--- config.mk ---
export PLATFORM = sky130hd
export DESIGN_NAME = pointer_to_relative_mouse_reports_flat
export DESIGN_NICKNAME = d
export VERILOG_FILES = /design/src/prmr_pkg.sv /design/src/prmr_if.sv /design/src/prmr_dp.sv /design/src/prmr_ctrl.sv /design/src/pointer_to_relative_mouse_reports.sv /design/src/flat_wrapper.sv
export VERILOG_INCLUDE_DIRS = /design/src /design/src/src
export SDC_FILE = /design/constraint.sdc
export NUM_CORES = 1
export LEC_CHECK = 0
export BUFFER_PORTS_ARGS = -buffer_cell sky130_fd_sc_hd__buf_2
export CAP_MARGIN = 5
export CORE_MARGIN = 1.5
export CORE_UTILIZATION = 45
export DETAILED_ROUTE_END_ITERATION = 8
export SETUP_SLACK_MARGIN = 0.15
export SLEW_MARGIN = 20
export SYNTH_ARGS = -nofsm -noshare
export SYNTH_HDL_FRONTEND = slang
export SYNTH_HIERARCHICAL = 1
export SYNTH_SLANG_ARGS = --single-unit
--- constraint.sdc ---
create_clock -name clk -period 5.1 [get_ports clk]
set_input_delay 0 -clock clk [delete_from_list [all_inputs] [get_ports clk]]
set_output_delay 0 -clock clk [all_outputs]
set_load 0.01 [all_outputs]
--- src/pointer_to_relative_mouse_reports_defines.svh ---
// Assertion macros shared by the pointer-to-relative-report block.
// The enclosing module must provide clk and rst.
`ifndef POINTER_TO_RELATIVE_MOUSE_REPORTS_DEFINES_SVH
`define POINTER_TO_RELATIVE_MOUSE_REPORTS_DEFINES_SVH

`ifndef ASSERT_OFF
`define PRMR_ASSERT_IMPL(label, pre, post, msg) \
  label: assert property (@(posedge clk) disable iff (rst) (pre) |-> (post)) else $error(msg);
`define PRMR_ASSERT_NEXT(label, pre, post, msg) \
  label: assert property (@(posedge clk) disable iff (rst) (pre) |=> (post)) else $error(msg);
`else
`define PRMR_ASSERT_IMPL(label, pre, post, msg)
`define PRMR_ASSERT_NEXT(label, pre, post, msg)
`endif

`endif

--- src/prmr_pkg.sv ---
package prmr_pkg;

  // Coordinate and chunk sizing.
  localparam int COORD_BITS  = 12;
  localparam int CHUNK_LIMIT = 127;
  localparam int COORD_MAX   = (1 << COORD_BITS) - 1;

  // Fixed field widths.
  localparam int SIZE_W    = 13;
  localparam int ABS_W     = 16;
  localparam int REL_W     = 13;
  localparam int REPORT_W  = 8;
  localparam int CFG_IDX_W = 1;

  // Motion deltas must hold an absolute difference and a relative move.
  localparam int DELTA_W = (COORD_BITS + 1 > REL_W) ? COORD_BITS + 1 : REL_W;
  localparam int SUM_W   = DELTA_W + 1;

  localparam logic signed [DELTA_W-1:0] CHUNK_POS = DELTA_W'(CHUNK_LIMIT);
  localparam logic signed [DELTA_W-1:0] CHUNK_NEG = -CHUNK_POS;
  localparam logic signed [REL_W-1:0]   REL_MIN   = {1'b1, {(REL_W-1){1'b0}}};

  localparam logic [SIZE_W-1:0] WIDTH_RESET  = SIZE_W'(1920);
  localparam logic [SIZE_W-1:0] HEIGHT_RESET = SIZE_W'(1080);

  typedef enum logic [CFG_IDX_W-1:0] {
    REG_SCREEN_WIDTH  = 1'b0,
    REG_SCREEN_HEIGHT = 1'b1
  } cfg_reg_t;

  typedef enum logic [1:0] {
    OP_ABS  = 2'd0,
    OP_REL  = 2'd1,
    OP_LINK = 2'd2
  } opcode_t;

  typedef enum logic [1:0] {
    ST_IDLE,
    ST_PREP,
    ST_MOVE,
    ST_TAIL
  } state_t;

  typedef struct packed {
    logic capture;
    logic prep;
    logic push_chunk;
    logic push_tail;
  } dp_cmd_t;

  typedef struct packed {
    logic       slot_free;
    logic [1:0] op;
    logic       first_abs;
    logic       prep_zero;
    logic       rem_zero;
    logic       rem_next_zero;
    logic       wheel_zero;
    logic       buttons_zero;
  } dp_status_t;

  // Largest coordinate for a screen size; zero acts as one.
  function automatic logic [COORD_BITS-1:0] max_coord(input logic [SIZE_W-1:0] size);
    logic [SIZE_W-1:0] m;
    m = (size == '0) ? '0 : size - SIZE_W'(1);
    if (int'(m) > COORD_MAX) return '1;
    return COORD_BITS'(m);
  endfunction

  // One report's worth of motion on one axis.
  function automatic logic signed [REPORT_W-1:0] chunk(input logic signed [DELTA_W-1:0] d);
    if (d > CHUNK_POS) return REPORT_W'(CHUNK_POS);
    if (d < CHUNK_NEG) return REPORT_W'(CHUNK_NEG);
    return REPORT_W'(d);
  endfunction

endpackage

--- src/prmr_if.sv ---
// Pointer event channel.
interface prmr_pointer_if
  import prmr_pkg::*;
();
  logic                    valid;
  logic                    ready;
  logic [1:0]              opcode;
  logic [7:0]              button_mask;
  logic signed [7:0]       wheel_step;
  logic [ABS_W-1:0]        abs_x;
  logic [ABS_W-1:0]        abs_y;
  logic signed [REL_W-1:0] rel_dx;
  logic signed [REL_W-1:0] rel_dy;

  modport source (output valid, opcode, button_mask, wheel_step, abs_x, abs_y, rel_dx, rel_dy,
                  input ready);
  modport sink (input valid, opcode, button_mask, wheel_step, abs_x, abs_y, rel_dx, rel_dy,
                output ready);
endinterface

// Mouse report channel.
interface prmr_report_if
  import prmr_pkg::*;
();
  logic                       valid;
  logic                       ready;
  logic [REPORT_W-1:0]        report_buttons;
  logic signed [REPORT_W-1:0] report_dx;
  logic signed [REPORT_W-1:0] report_dy;
  logic signed [REPORT_W-1:0] report_wheel;
  logic                       last_report;

  modport source (output valid, report_buttons, report_dx, report_dy, report_wheel,
                  last_report, input ready);
  modport sink (input valid, report_buttons, report_dx, report_dy, report_wheel,
                last_report, output ready);
endinterface

--- src/prmr_dp.sv ---
module prmr_dp
  import prmr_pkg::*;
(
  input  logic                    clk,
  input  logic                    rst,
  input  logic                    cfg_we,
  input  logic [CFG_IDX_W-1:0]    cfg_index,
  input  logic [SIZE_W-1:0]       cfg_data,
  input  logic [1:0]              opcode,
  input  logic [7:0]              button_mask,
  input  logic signed [7:0]       wheel_step,
  input  logic [ABS_W-1:0]        abs_x,
  input  logic [ABS_W-1:0]        abs_y,
  input  logic signed [REL_W-1:0] rel_dx,
  input  logic signed [REL_W-1:0] rel_dy,
  input  dp_cmd_t                 cmd,
  output dp_status_t              st,
  prmr_report_if.source           report
);

  logic [SIZE_W-1:0]          screen_width;
  logic [SIZE_W-1:0]          screen_height;
  logic [COORD_BITS-1:0]      tracked_x;
  logic [COORD_BITS-1:0]      tracked_y;
  logic                       known;
  logic [1:0]                 op;
  logic [7:0]                 buttons;
  logic signed [7:0]          wheel;
  logic [COORD_BITS-1:0]      in_x;
  logic [COORD_BITS-1:0]      in_y;
  logic signed [DELTA_W-1:0]  in_dx;
  logic signed [DELTA_W-1:0]  in_dy;
  logic signed [DELTA_W-1:0]  rem_dx;
  logic signed [DELTA_W-1:0]  rem_dy;
  logic                       out_valid;

  logic [COORD_BITS-1:0]      mx;
  logic [COORD_BITS-1:0]      my;
  logic signed [REL_W-1:0]    sat_dx;
  logic signed [REL_W-1:0]    sat_dy;
  logic signed [SUM_W-1:0]    abs_dx;
  logic signed [SUM_W-1:0]    abs_dy;
  logic signed [SUM_W-1:0]    sum_x;
  logic signed [SUM_W-1:0]    sum_y;
  logic [COORD_BITS-1:0]      rel_x;
  logic [COORD_BITS-1:0]      rel_y;
  logic signed [DELTA_W-1:0]  delta_x;
  logic signed [DELTA_W-1:0]  delta_y;
  logic signed [REPORT_W-1:0] cx;
  logic signed [REPORT_W-1:0] cy;
  logic signed [DELTA_W-1:0]  rem_dx_next;
  logic signed [DELTA_W-1:0]  rem_dy_next;

  // Screen limits.
  assign mx = max_coord(screen_width);
  assign my = max_coord(screen_height);

  // Configuration registers.
  always_ff @(posedge clk) begin
    if (rst) begin
      screen_width  <= WIDTH_RESET;
      screen_height <= HEIGHT_RESET;
    end else if (cfg_we) begin
      case (cfg_index)
        REG_SCREEN_WIDTH:  screen_width  <= cfg_data;
        REG_SCREEN_HEIGHT: screen_height <= cfg_data;
        default: ;
      endcase
    end
  end

  // Relative deltas of the most negative code count as one step less.
  assign sat_dx = (rel_dx == REL_MIN) ? REL_MIN + REL_W'(1) : rel_dx;
  assign sat_dy = (rel_dy == REL_MIN) ? REL_MIN + REL_W'(1) : rel_dy;

  // Request capture: absolute positions are clamped on the way in.
  always_ff @(posedge clk) begin
    if (cmd.capture) begin
      op      <= opcode;
      buttons <= button_mask;
      wheel   <= wheel_step;
      in_x    <= (abs_x > ABS_W'(mx)) ? mx : abs_x[COORD_BITS-1:0];
      in_y    <= (abs_y > ABS_W'(my)) ? my : abs_y[COORD_BITS-1:0];
      in_dx   <= DELTA_W'(sat_dx);
      in_dy   <= DELTA_W'(sat_dy);
    end
  end

  // Absolute difference and clamped relative position.
  assign abs_dx = SUM_W'($signed({1'b0, in_x})) - SUM_W'($signed({1'b0, tracked_x}));
  assign abs_dy = SUM_W'($signed({1'b0, in_y})) - SUM_W'($signed({1'b0, tracked_y}));
  assign sum_x  = SUM_W'($signed({1'b0, tracked_x})) + SUM_W'(in_dx);
  assign sum_y  = SUM_W'($signed({1'b0, tracked_y})) + SUM_W'(in_dy);

  always_comb begin
    if (sum_x < 0) begin
      rel_x = '0;
    end else if (sum_x > SUM_W'($signed({1'b0, mx}))) begin
      rel_x = mx;
    end else begin
      rel_x = sum_x[COORD_BITS-1:0];
    end
    if (sum_y < 0) begin
      rel_y = '0;
    end else if (sum_y > SUM_W'($signed({1'b0, my}))) begin
      rel_y = my;
    end else begin
      rel_y = sum_y[COORD_BITS-1:0];
    end
  end

  assign delta_x = (op == OP_ABS) ? DELTA_W'(abs_dx) : in_dx;
  assign delta_y = (op == OP_ABS) ? DELTA_W'(abs_dy) : in_dy;

  // Current chunk and what remains after it.
  assign cx          = chunk(rem_dx);
  assign cy          = chunk(rem_dy);
  assign rem_dx_next = rem_dx - DELTA_W'(cx);
  assign rem_dy_next = rem_dy - DELTA_W'(cy);

  // Tracked position and remaining motion.
  always_ff @(posedge clk) begin
    if (rst) begin
      tracked_x <= '0;
      tracked_y <= '0;
      known     <= 1'b0;
    end else if (cmd.prep) begin
      case (op)
        OP_ABS: begin
          tracked_x <= in_x;
          tracked_y <= in_y;
          known     <= 1'b1;
        end
        OP_REL: begin
          tracked_x <= rel_x;
          tracked_y <= rel_y;
          known     <= 1'b1;
        end
        OP_LINK: known <= 1'b0;
        default: ;
      endcase
    end
  end

  always_ff @(posedge clk) begin
    if (cmd.prep) begin
      rem_dx <= delta_x;
      rem_dy <= delta_y;
    end else if (cmd.push_chunk) begin
      rem_dx <= rem_dx_next;
      rem_dy <= rem_dy_next;
    end
  end

  // Output register: holds one report until the sink takes it.
  always_ff @(posedge clk) begin
    if (rst) begin
      out_valid <= 1'b0;
    end else if (cmd.push_chunk || cmd.push_tail) begin
      out_valid <= 1'b1;
    end else if (report.ready) begin
      out_valid <= 1'b0;
    end
  end

  always_ff @(posedge clk) begin
    if (cmd.push_chunk) begin
      report.report_buttons <= buttons;
      report.report_dx      <= cx;
      report.report_dy      <= cy;
      report.report_wheel   <= '0;
      report.last_report    <= (rem_dx_next == '0) && (rem_dy_next == '0) && (wheel == '0);
    end else if (cmd.push_tail) begin
      report.report_buttons <= buttons;
      report.report_dx      <= '0;
      report.report_dy      <= '0;
      report.report_wheel   <= wheel;
      report.last_report    <= 1'b1;
    end
  end

  assign report.valid = out_valid;

  // Status toward the controller.
  assign st.slot_free     = !out_valid || report.ready;
  assign st.op            = op;
  assign st.first_abs     = (op == OP_ABS) && !known;
  assign st.prep_zero     = (delta_x == '0) && (delta_y == '0);
  assign st.rem_zero      = (rem_dx == '0) && (rem_dy == '0);
  assign st.rem_next_zero = (rem_dx_next == '0) && (rem_dy_next == '0);
  assign st.wheel_zero    = (wheel == '0);
  assign st.buttons_zero  = (buttons == '0);

endmodule

--- src/prmr_ctrl.sv ---
`include "pointer_to_relative_mouse_reports_defines.svh"

module prmr_ctrl
  import prmr_pkg::*;
(
  input  logic       clk,
  input  logic       rst,
  input  logic       in_valid,
  output logic       in_ready,
  input  dp_status_t st,
  output dp_cmd_t    cmd
);

  state_t state;
  state_t state_next;

  // State register.
  always_ff @(posedge clk) begin
    if (rst) begin
      state <= ST_IDLE;
    end else begin
      state <= state_next;
    end
  end

  // Next state and datapath commands.
  always_comb begin
    state_next = state;
    cmd        = '0;
    in_ready   = 1'b0;
    case (state)
      ST_IDLE: begin
        // No request is taken while reset is held.
        in_ready    = !rst;
        cmd.capture = in_valid && !rst;
        if (in_valid && !rst) state_next = ST_PREP;
      end
      ST_PREP: begin
        cmd.prep = 1'b1;
        case (st.op)
          OP_ABS, OP_REL: begin
            if (st.first_abs) begin
              state_next = (st.wheel_zero && st.buttons_zero) ? ST_IDLE : ST_TAIL;
            end else begin
              state_next = st.prep_zero ? ST_TAIL : ST_MOVE;
            end
          end
          default: state_next = ST_IDLE;
        endcase
      end
      ST_MOVE: begin
        if (st.slot_free) begin
          cmd.push_chunk = 1'b1;
          if (st.rem_next_zero) state_next = st.wheel_zero ? ST_IDLE : ST_TAIL;
        end
      end
      ST_TAIL: begin
        if (st.slot_free) begin
          cmd.push_tail = 1'b1;
          state_next    = ST_IDLE;
        end
      end
      default: state_next = ST_IDLE;
    endcase
  end

  // Checks on the sequencing.
  `PRMR_ASSERT_IMPL(a_move_has_motion, state == ST_MOVE, !st.rem_zero, "no motion left")
  `PRMR_ASSERT_NEXT(a_capture_then_prep, cmd.capture, state == ST_PREP, "request not prepared")
  `PRMR_ASSERT_NEXT(a_first_abs, cmd.prep && st.first_abs, state != ST_MOVE, "first abs moved")
  `PRMR_ASSERT_NEXT(a_tail_ends, cmd.push_tail, state == ST_IDLE, "tail did not end")

endmodule

--- src/pointer_to_relative_mouse_reports.sv ---
// Channel   Direction  Handshake          Payload
// pointer   in         valid / ready      opcode, button_mask, wheel_step, abs_x/y, rel_dx/dy
// report    out        valid / ready      report_buttons, report_dx/dy, report_wheel, last_report
// cfg       in         cfg_we (no ready)  cfg_index, cfg_data
//
// A request is accepted into the capture registers, then prepared, then sent as reports:
// max(ceil(|dx|/127), ceil(|dy|/127)) chunks, none on a first absolute request, then any tail report.
// The chunk sequencer emits one report per cycle, while the sink keeps taking them, into a single output register.
// A stalled report holds the sequencer; a new request is taken while the last report waits.
// Reset (rst, synchronous) clears the position, the known flag and the screen size to 1920x1080.
module pointer_to_relative_mouse_reports
  import prmr_pkg::*;
(
  input  logic                 clk,
  input  logic                 rst,
  input  logic                 cfg_we,
  input  logic [CFG_IDX_W-1:0] cfg_index,
  input  logic [SIZE_W-1:0]    cfg_data,
  prmr_pointer_if.sink         pointer,
  prmr_report_if.source        report
);

  dp_cmd_t    cmd;
  dp_status_t st;
  logic       in_ready;

  assign pointer.ready = in_ready;

  prmr_ctrl u_ctrl (
    .clk      (clk),
    .rst      (rst),
    .in_valid (pointer.valid),
    .in_ready (in_ready),
    .st       (st),
    .cmd      (cmd)
  );

  prmr_dp u_dp (
    .clk         (clk),
    .rst         (rst),
    .cfg_we      (cfg_we),
    .cfg_index   (cfg_index),
    .cfg_data    (cfg_data),
    .opcode      (pointer.opcode),
    .button_mask (pointer.button_mask),
    .wheel_step  (pointer.wheel_step),
    .abs_x       (pointer.abs_x),
    .abs_y       (pointer.abs_y),
    .rel_dx      (pointer.rel_dx),
    .rel_dy      (pointer.rel_dy),
    .cmd         (cmd),
    .st          (st),
    .report      (report)
  );

endmodule
--- src/flat_wrapper.sv ---
// flat-port wrapper written by rule: the top's interface ports become plain ports
module pointer_to_relative_mouse_reports_flat import prmr_pkg::*;
  (clk, rst, cfg_we, cfg_index, cfg_data, pointer_valid, pointer_opcode, pointer_button_mask, pointer_wheel_step, pointer_abs_x, pointer_abs_y, pointer_rel_dx, pointer_rel_dy, pointer_ready, report_valid, report_report_buttons, report_report_dx, report_report_dy, report_report_wheel, report_last_report, report_ready);
  prmr_pointer_if pointer_i ();
  prmr_report_if report_i ();
  input  logic clk;
  input  logic rst;
  input  logic cfg_we;
  input  logic [CFG_IDX_W-1:0] cfg_index;
  input  logic [SIZE_W-1:0] cfg_data;
  input wire logic [$bits(pointer_i.valid)-1:0] pointer_valid;
  input wire logic [$bits(pointer_i.opcode)-1:0] pointer_opcode;
  input wire logic [$bits(pointer_i.button_mask)-1:0] pointer_button_mask;
  input wire logic [$bits(pointer_i.wheel_step)-1:0] pointer_wheel_step;
  input wire logic [$bits(pointer_i.abs_x)-1:0] pointer_abs_x;
  input wire logic [$bits(pointer_i.abs_y)-1:0] pointer_abs_y;
  input wire logic [$bits(pointer_i.rel_dx)-1:0] pointer_rel_dx;
  input wire logic [$bits(pointer_i.rel_dy)-1:0] pointer_rel_dy;
  output wire logic [$bits(pointer_i.ready)-1:0] pointer_ready;
  output wire logic [$bits(report_i.valid)-1:0] report_valid;
  output wire logic [$bits(report_i.report_buttons)-1:0] report_report_buttons;
  output wire logic [$bits(report_i.report_dx)-1:0] report_report_dx;
  output wire logic [$bits(report_i.report_dy)-1:0] report_report_dy;
  output wire logic [$bits(report_i.report_wheel)-1:0] report_report_wheel;
  output wire logic [$bits(report_i.last_report)-1:0] report_last_report;
  input wire logic [$bits(report_i.ready)-1:0] report_ready;
  assign pointer_i.valid = pointer_valid;
  assign pointer_i.opcode = pointer_opcode;
  assign pointer_i.button_mask = pointer_button_mask;
  assign pointer_i.wheel_step = pointer_wheel_step;
  assign pointer_i.abs_x = pointer_abs_x;
  assign pointer_i.abs_y = pointer_abs_y;
  assign pointer_i.rel_dx = pointer_rel_dx;
  assign pointer_i.rel_dy = pointer_rel_dy;
  assign pointer_ready = pointer_i.ready;
  assign report_valid = report_i.valid;
  assign report_report_buttons = report_i.report_buttons;
  assign report_report_dx = report_i.report_dx;
  assign report_report_dy = report_i.report_dy;
  assign report_report_wheel = report_i.report_wheel;
  assign report_last_report = report_i.last_report;
  assign report_i.ready = report_ready;
  pointer_to_relative_mouse_reports u_core (.clk(clk), .rst(rst), .cfg_we(cfg_we), .cfg_index(cfg_index), .cfg_data(cfg_data), .pointer(pointer_i), .report(report_i));
endmodule
==> After elaboration in Yosys (flattened, before gate mapping) <==
Index checks and enable logic that the tools add are counted.
{ "op_classes": {"n_addsub": 8, "n_reduce_logical": 32, "order_cmp": 12, "eq_ne": 11, "bitwise_logic": 1, "muxes": 62} }
{ "op_table": {"columns": ["operator", "n"], "rows": [
  ["12-bit two-way mux", 10],
  ["13-bit two-way mux", 8],
  ["8-bit two-way mux", 13],
  ["13-bit logical NOT", 6],
  ["12-bit case mux with 2 select lines", 2],
  ["16-bit by 12-bit greater-than comparator with 1-bit output", 2],
  ["13-bit by 13-bit adder with 14-bit output", 2],
  ["14-bit by 13-bit greater-than comparator with 1-bit output", 2],
  ["14-bit by 1-bit less-than comparator with 1-bit output, second input constant", 2],
  ["13-bit equality test, second input constant", 2],
  ["13-bit by 12-bit greater-than comparator with 1-bit output, second input constant", 2],
  ["13-bit by 8-bit greater-than comparator with 1-bit output, second input constant", 2],
  ["13-bit by 8-bit less-than comparator with 1-bit output, second input constant", 2],
  ["12-bit by 12-bit subtractor with 13-bit output", 2],
  ["13-bit by 1-bit subtractor with 13-bit output, second input constant", 2],
  ["13-bit by 8-bit subtractor with 13-bit output", 2],
  ["1-bit two-way mux", 19],
  ["8-bit logical NOT", 2],
  ["2-bit two-way mux", 8],
  ["2-bit nonzero test", 5],
  ["2-bit case mux with 4 select lines", 1],
  ["2-bit AND reduction", 4],
  ["2-bit equality test, second input constant", 3],
  ["1-bit logical AND", 6],
  ["10 further kinds", 17]
]} }
{ "word_totals": {"register_bits": 181, "wordCells": 147, "input_bits": 95} }

==> Longest topological paths before layout <==
{ "depth": {"word_depth": 11, "depth_mapped": 20, "mapped_depth_nobuf": 20} }

==> Hierarchy <==
Netlist, hierarchy kept.
{ "modules_own_cells": {"columns": ["module", "seq_area_each_um2", "area_per_inst_um2", "cells_per_inst", "instances"], "rows": [
  ["prmr_dp", 4774.6, 12597.1, 1373, 1],
  ["prmr_ctrl", 40.0, 160.2, 22, 1]
]} }

==> Least setup slack after synthesis <==
Ideal clock, no wire load.
{ "synth_path": {"kind": "register to register", "start": "register u_core.u_dp.rem_dx[4]", "end": "register u_core.u_ctrl.state[1]", "setup_slack_ps": 979, "setup_ps": 119, "required_ps": 4981, "synth_period_minus_slack_ps": 4121, "n_path_buf": 0, "stages_incl_launch_ff": 19, "arrival_time_ps": 4002, "cell_sequence": "edfxtp_1 or4_1 nor4_1 o21ai_1 o21ai_0 ha_1 nor2b_1 o21ai_0 a21boi_1 o31ai_1 a21oi_1 a2111oi_0 xnor2_1 o21ai_0 nor4_1 and3_1 a21oi_1 o21ai_0 a21oi_1"} }
{ "synth_lines": {"columns": ["element", "line", "text"], "rows": [
  ["from (decl)", "prmr_dp.sv:33", "logic signed [DELTA_W-1:0] rem_dx;"],
  ["from (signal assigned)", "prmr_dp.sv:147", "rem_dx <= delta_x;"],
  ["from (signal assigned)", "prmr_dp.sv:150", "rem_dx <= rem_dx_next;"],
  ["to (signal assigned)", "prmr_ctrl.sv:22", "state <= state_next;"],
  ["to (decl)", "prmr_ctrl.sv:14", "state_t state;"]
]} }

==> summary.txt <==
STA
  – Max Clk Rate: around 220 MHz
  – Post-route minimum period: roughly 4.6 ns
  – Slew @ Worst Pin: 0.885 ns
  – Final setup viols: 0
  – Final hold vios: 0
  – Clk_skew: between 0.01 and 0.015 ns
  – Rel. slew slack: 41.0%
  – Pins Over Slew Limit: 0
  – Setup_tns: 0 ns
  – Final Cycle Share: just under 90%
  – Unrepaired setup endpoints after global routing: no

Worst setup path
  – Startpoint type of the worst setup path: flop
  – Worst EP arrival: just under 5 ns
  – CP Max Fanout: 8
  – Critical Path End Type: flop
  – Worst EP required: approximately 5.4 ns
  – Crit path kind: reg -> reg
  – Reg2reg setup slack: between 0.5 and 0.6 ns

Global route
  – First-pass GRT wire length: 53.1 mm
  – GRT Util Overall: a little under a quarter
  – Remaining Overflow, GRT: 0
  – Largest net degree at the start of global routing: 58
  – Initial antenna violation count: 0
  – Vias in the first global route: between 10000 and 15000

Floorplan
  – DIE AREA: ~29000 µm²
  – Io pins: 130
  – Initial core utilization: between 40% and 50%
  – Area of the core: between 20000 and 30000 µm²
  – Rows: between 60 and 70
  – Die Ht: 171 µm
  – Die W: roughly 170 µm

Run status
  – Status: finished, final reports clean

Synth
  – Mapped Area: approximately 13000 µm²
  – YS warnings: 6
  – Synth Instances: around 1400
  – Syn_area_per_cell: roughly 9 µm²
  – Mapped Nets: approximately 1600

Power and ir drop
  – Sw frac: about 36%
  – VDD IR max: 0.000280 V
  – Seq pwr share: between 30% and 40%
  – NetSw: 1760 µW
  – Combinational share of power: around a third
  – Leak: 0.00607 µW
  – Pint: 3130 µW
  – Clk network pwr share: between 20% and 30%
  – Pwr Density: roughly 320 nW/µm²

Clock network
  – CTS Sinks: between 150 and 200
  – Clk slew on worst S/H paths: about 0.08 ns
  – CTS buffer count: 17
  – CTS tree: built
  – Root Buffer Master: clkbuf_16
  – Insertion delay to the later sink of the worst-skew pair: about 0.45 ns
  – CTS H-tree lvls: 4
  – Longest Clk Path Bufs: 2

Placed design
  – Placed instance area: 13700 µm²
  – Buffers on Ports: 129
  – GP Congestion: roughly 0.87
  – Post-DP HPWL: 25.2 mm

Routing
  – DRT iter0 DRCs: approximately 630
  – Routed wire length: 33.2 mm
  – Post-route ant nets: 0
  – Post-detailed-route wirelength per cell: 17.0 µm
  – Detailed-route DRC error count: 0
  – DR pass1 iterations: 5
  – Total number of vias: 10800
  – Via-to-Cell Ratio: ~5.5

Job
  – Max-cap violations: 0

Final layout
  – Area delta synth->final: 18.6%
  – Diodes inserted: 0
  – Layout cell share with drive strength beyond 1: about 14%
  – Cell area after layout: approximately 15000 µm²
  – Final-stage net count: ~1800

Worst hold path
  – Hold Crit Class: in -> reg
==> path summary, 6_finish.rpt <==
kind | from | endpoint | cells past startpoint
setup / recovery | u_core/u_dp/rem_dx[4] | u_core/u_ctrl/state[1] | 19
hold / removal | cfg_index | u_core/u_dp/screen_width[2] | 4
setup reg to reg | u_core/u_dp/rem_dx[4] | u_core/u_ctrl/state[1] | 19
hold reg to reg | u_core/u_dp/buttons[2] | u_core/u_dp/report.report_buttons[2] | 0
==> area by class of cell <==
cell class              instances  area [µm²]
well taps                     378         473
inverters                     103         387
clock inverters                15         185
flip-flops and latches        181        4810
repair buffers                220        1530
fillers                      2540       12700
multi-input cells            1042        7300
clock buffers                  17         425
==> worst max-delay path, stage by stage (launching register included) <==
cell and delay, ns:
edfxtp_1 0.41, or4_1 0.52, nor4_1 0.20, o21ai_1 0.22, o21ai_1 0.16, ha_1 0.29, nor2b_1 0.14, o21ai_0 0.23
a21boi_1 0.14, o31ai_2 0.26, a21oi_1 0.12, a2111oi_1 0.38, buf_4 0.18, xnor2_1 0.14, o21ai_0 0.12, nor4_1 0.32
and3_1 0.28, a21oi_1 0.08, o21ai_0 0.15, a21oi_1 0.09
==> routing by layer <==
| layer | part of all wire [%] | GRT usage [%] |
|---|---|---|
| met2 | 50 | 40.5 |
| met1 | 44 | 29.5 |
| met5 | 0 | 0 |
| met3 | 4.4 | 3.54 |
| met4 | 1.8 | 6.75 |
==> power by group through the flow <==
stage               Clock [µW]  Sequential [µW]  Combinational [µW]
CTS                       1360             1860                1670
finish                    1330             1860                1690
floorplan                    0             1860                1190
detailed placement           0             1890                1610
global placement             0             1890                1600
global route              1420             1880                1900
==> cells in the final DEF (no fill, tap or decap), types with 28 or more instances in the layout <==
master         count
o21ai_0           65
nand2_1          136
dlygate4sd3_1     82
nor2_1           111
dfxtp_1           62
edfxtp_1         119
mux2i_1           31
a31oi_1           28
inv_1            101
xnor2_1           40
ha_1             108
nor3_1            39
a21oi_1           77
buf_2            129
==> state kept, by name, indices dropped and copies added (netlist names) <==
signal                             flops
u_core/u_dp/op                         2
u_core/u_dp/in_dy                     13
u_core/u_ctrl/state                    2
u_core/u_dp/wheel                      8
u_core/u_dp/rem_dy                    13
u_core/u_dp/report.valid               1
u_core/u_dp/report.report_dx           8
u_core/u_dp/screen_height             13
u_core/u_dp/in_x                      12
u_core/u_dp/tracked_y                 12
u_core/u_dp/buttons                    8
u_core/u_dp/known                      1
u_core/u_dp/rem_dx                    13
u_core/u_dp/report.last_report         1
u_core/u_dp/in_y                      12
u_core/u_dp/report.report_wheel        8
u_core/u_dp/report.report_dy           8
u_core/u_dp/tracked_x                 12
u_core/u_dp/in_dx                     13
u_core/u_dp/report.report_buttons      8
u_core/u_dp/screen_width              13
==> per-stage QoR <==
stage	instances	power (µW)	util, %	worst slack [ns]	hold WS (ns)
global route	1956	5200	54.3	0.201	0.0681
CTS	1956	4890	54.2	0.526	0.00463
floorplan	1394	3050	-	1.04	0.0515
finish	1956	4890	54.3	0.537	0.0189
detailed placement	1842	3500	49.1	0.574	0.178
global placement	1842	3490	49.1	0.670	0.177
==> repair_timing <==
item / in CTS / in global routing
endpoints found under the setup margin: 0 / 2
resized for setup: 0 / 7
hold buffers: 82 / 0
buffers inserted: 0 / 0
endpoints found under the hold margin: 95 / 0
No activity file was read; power rests on OpenSTA's default activity.
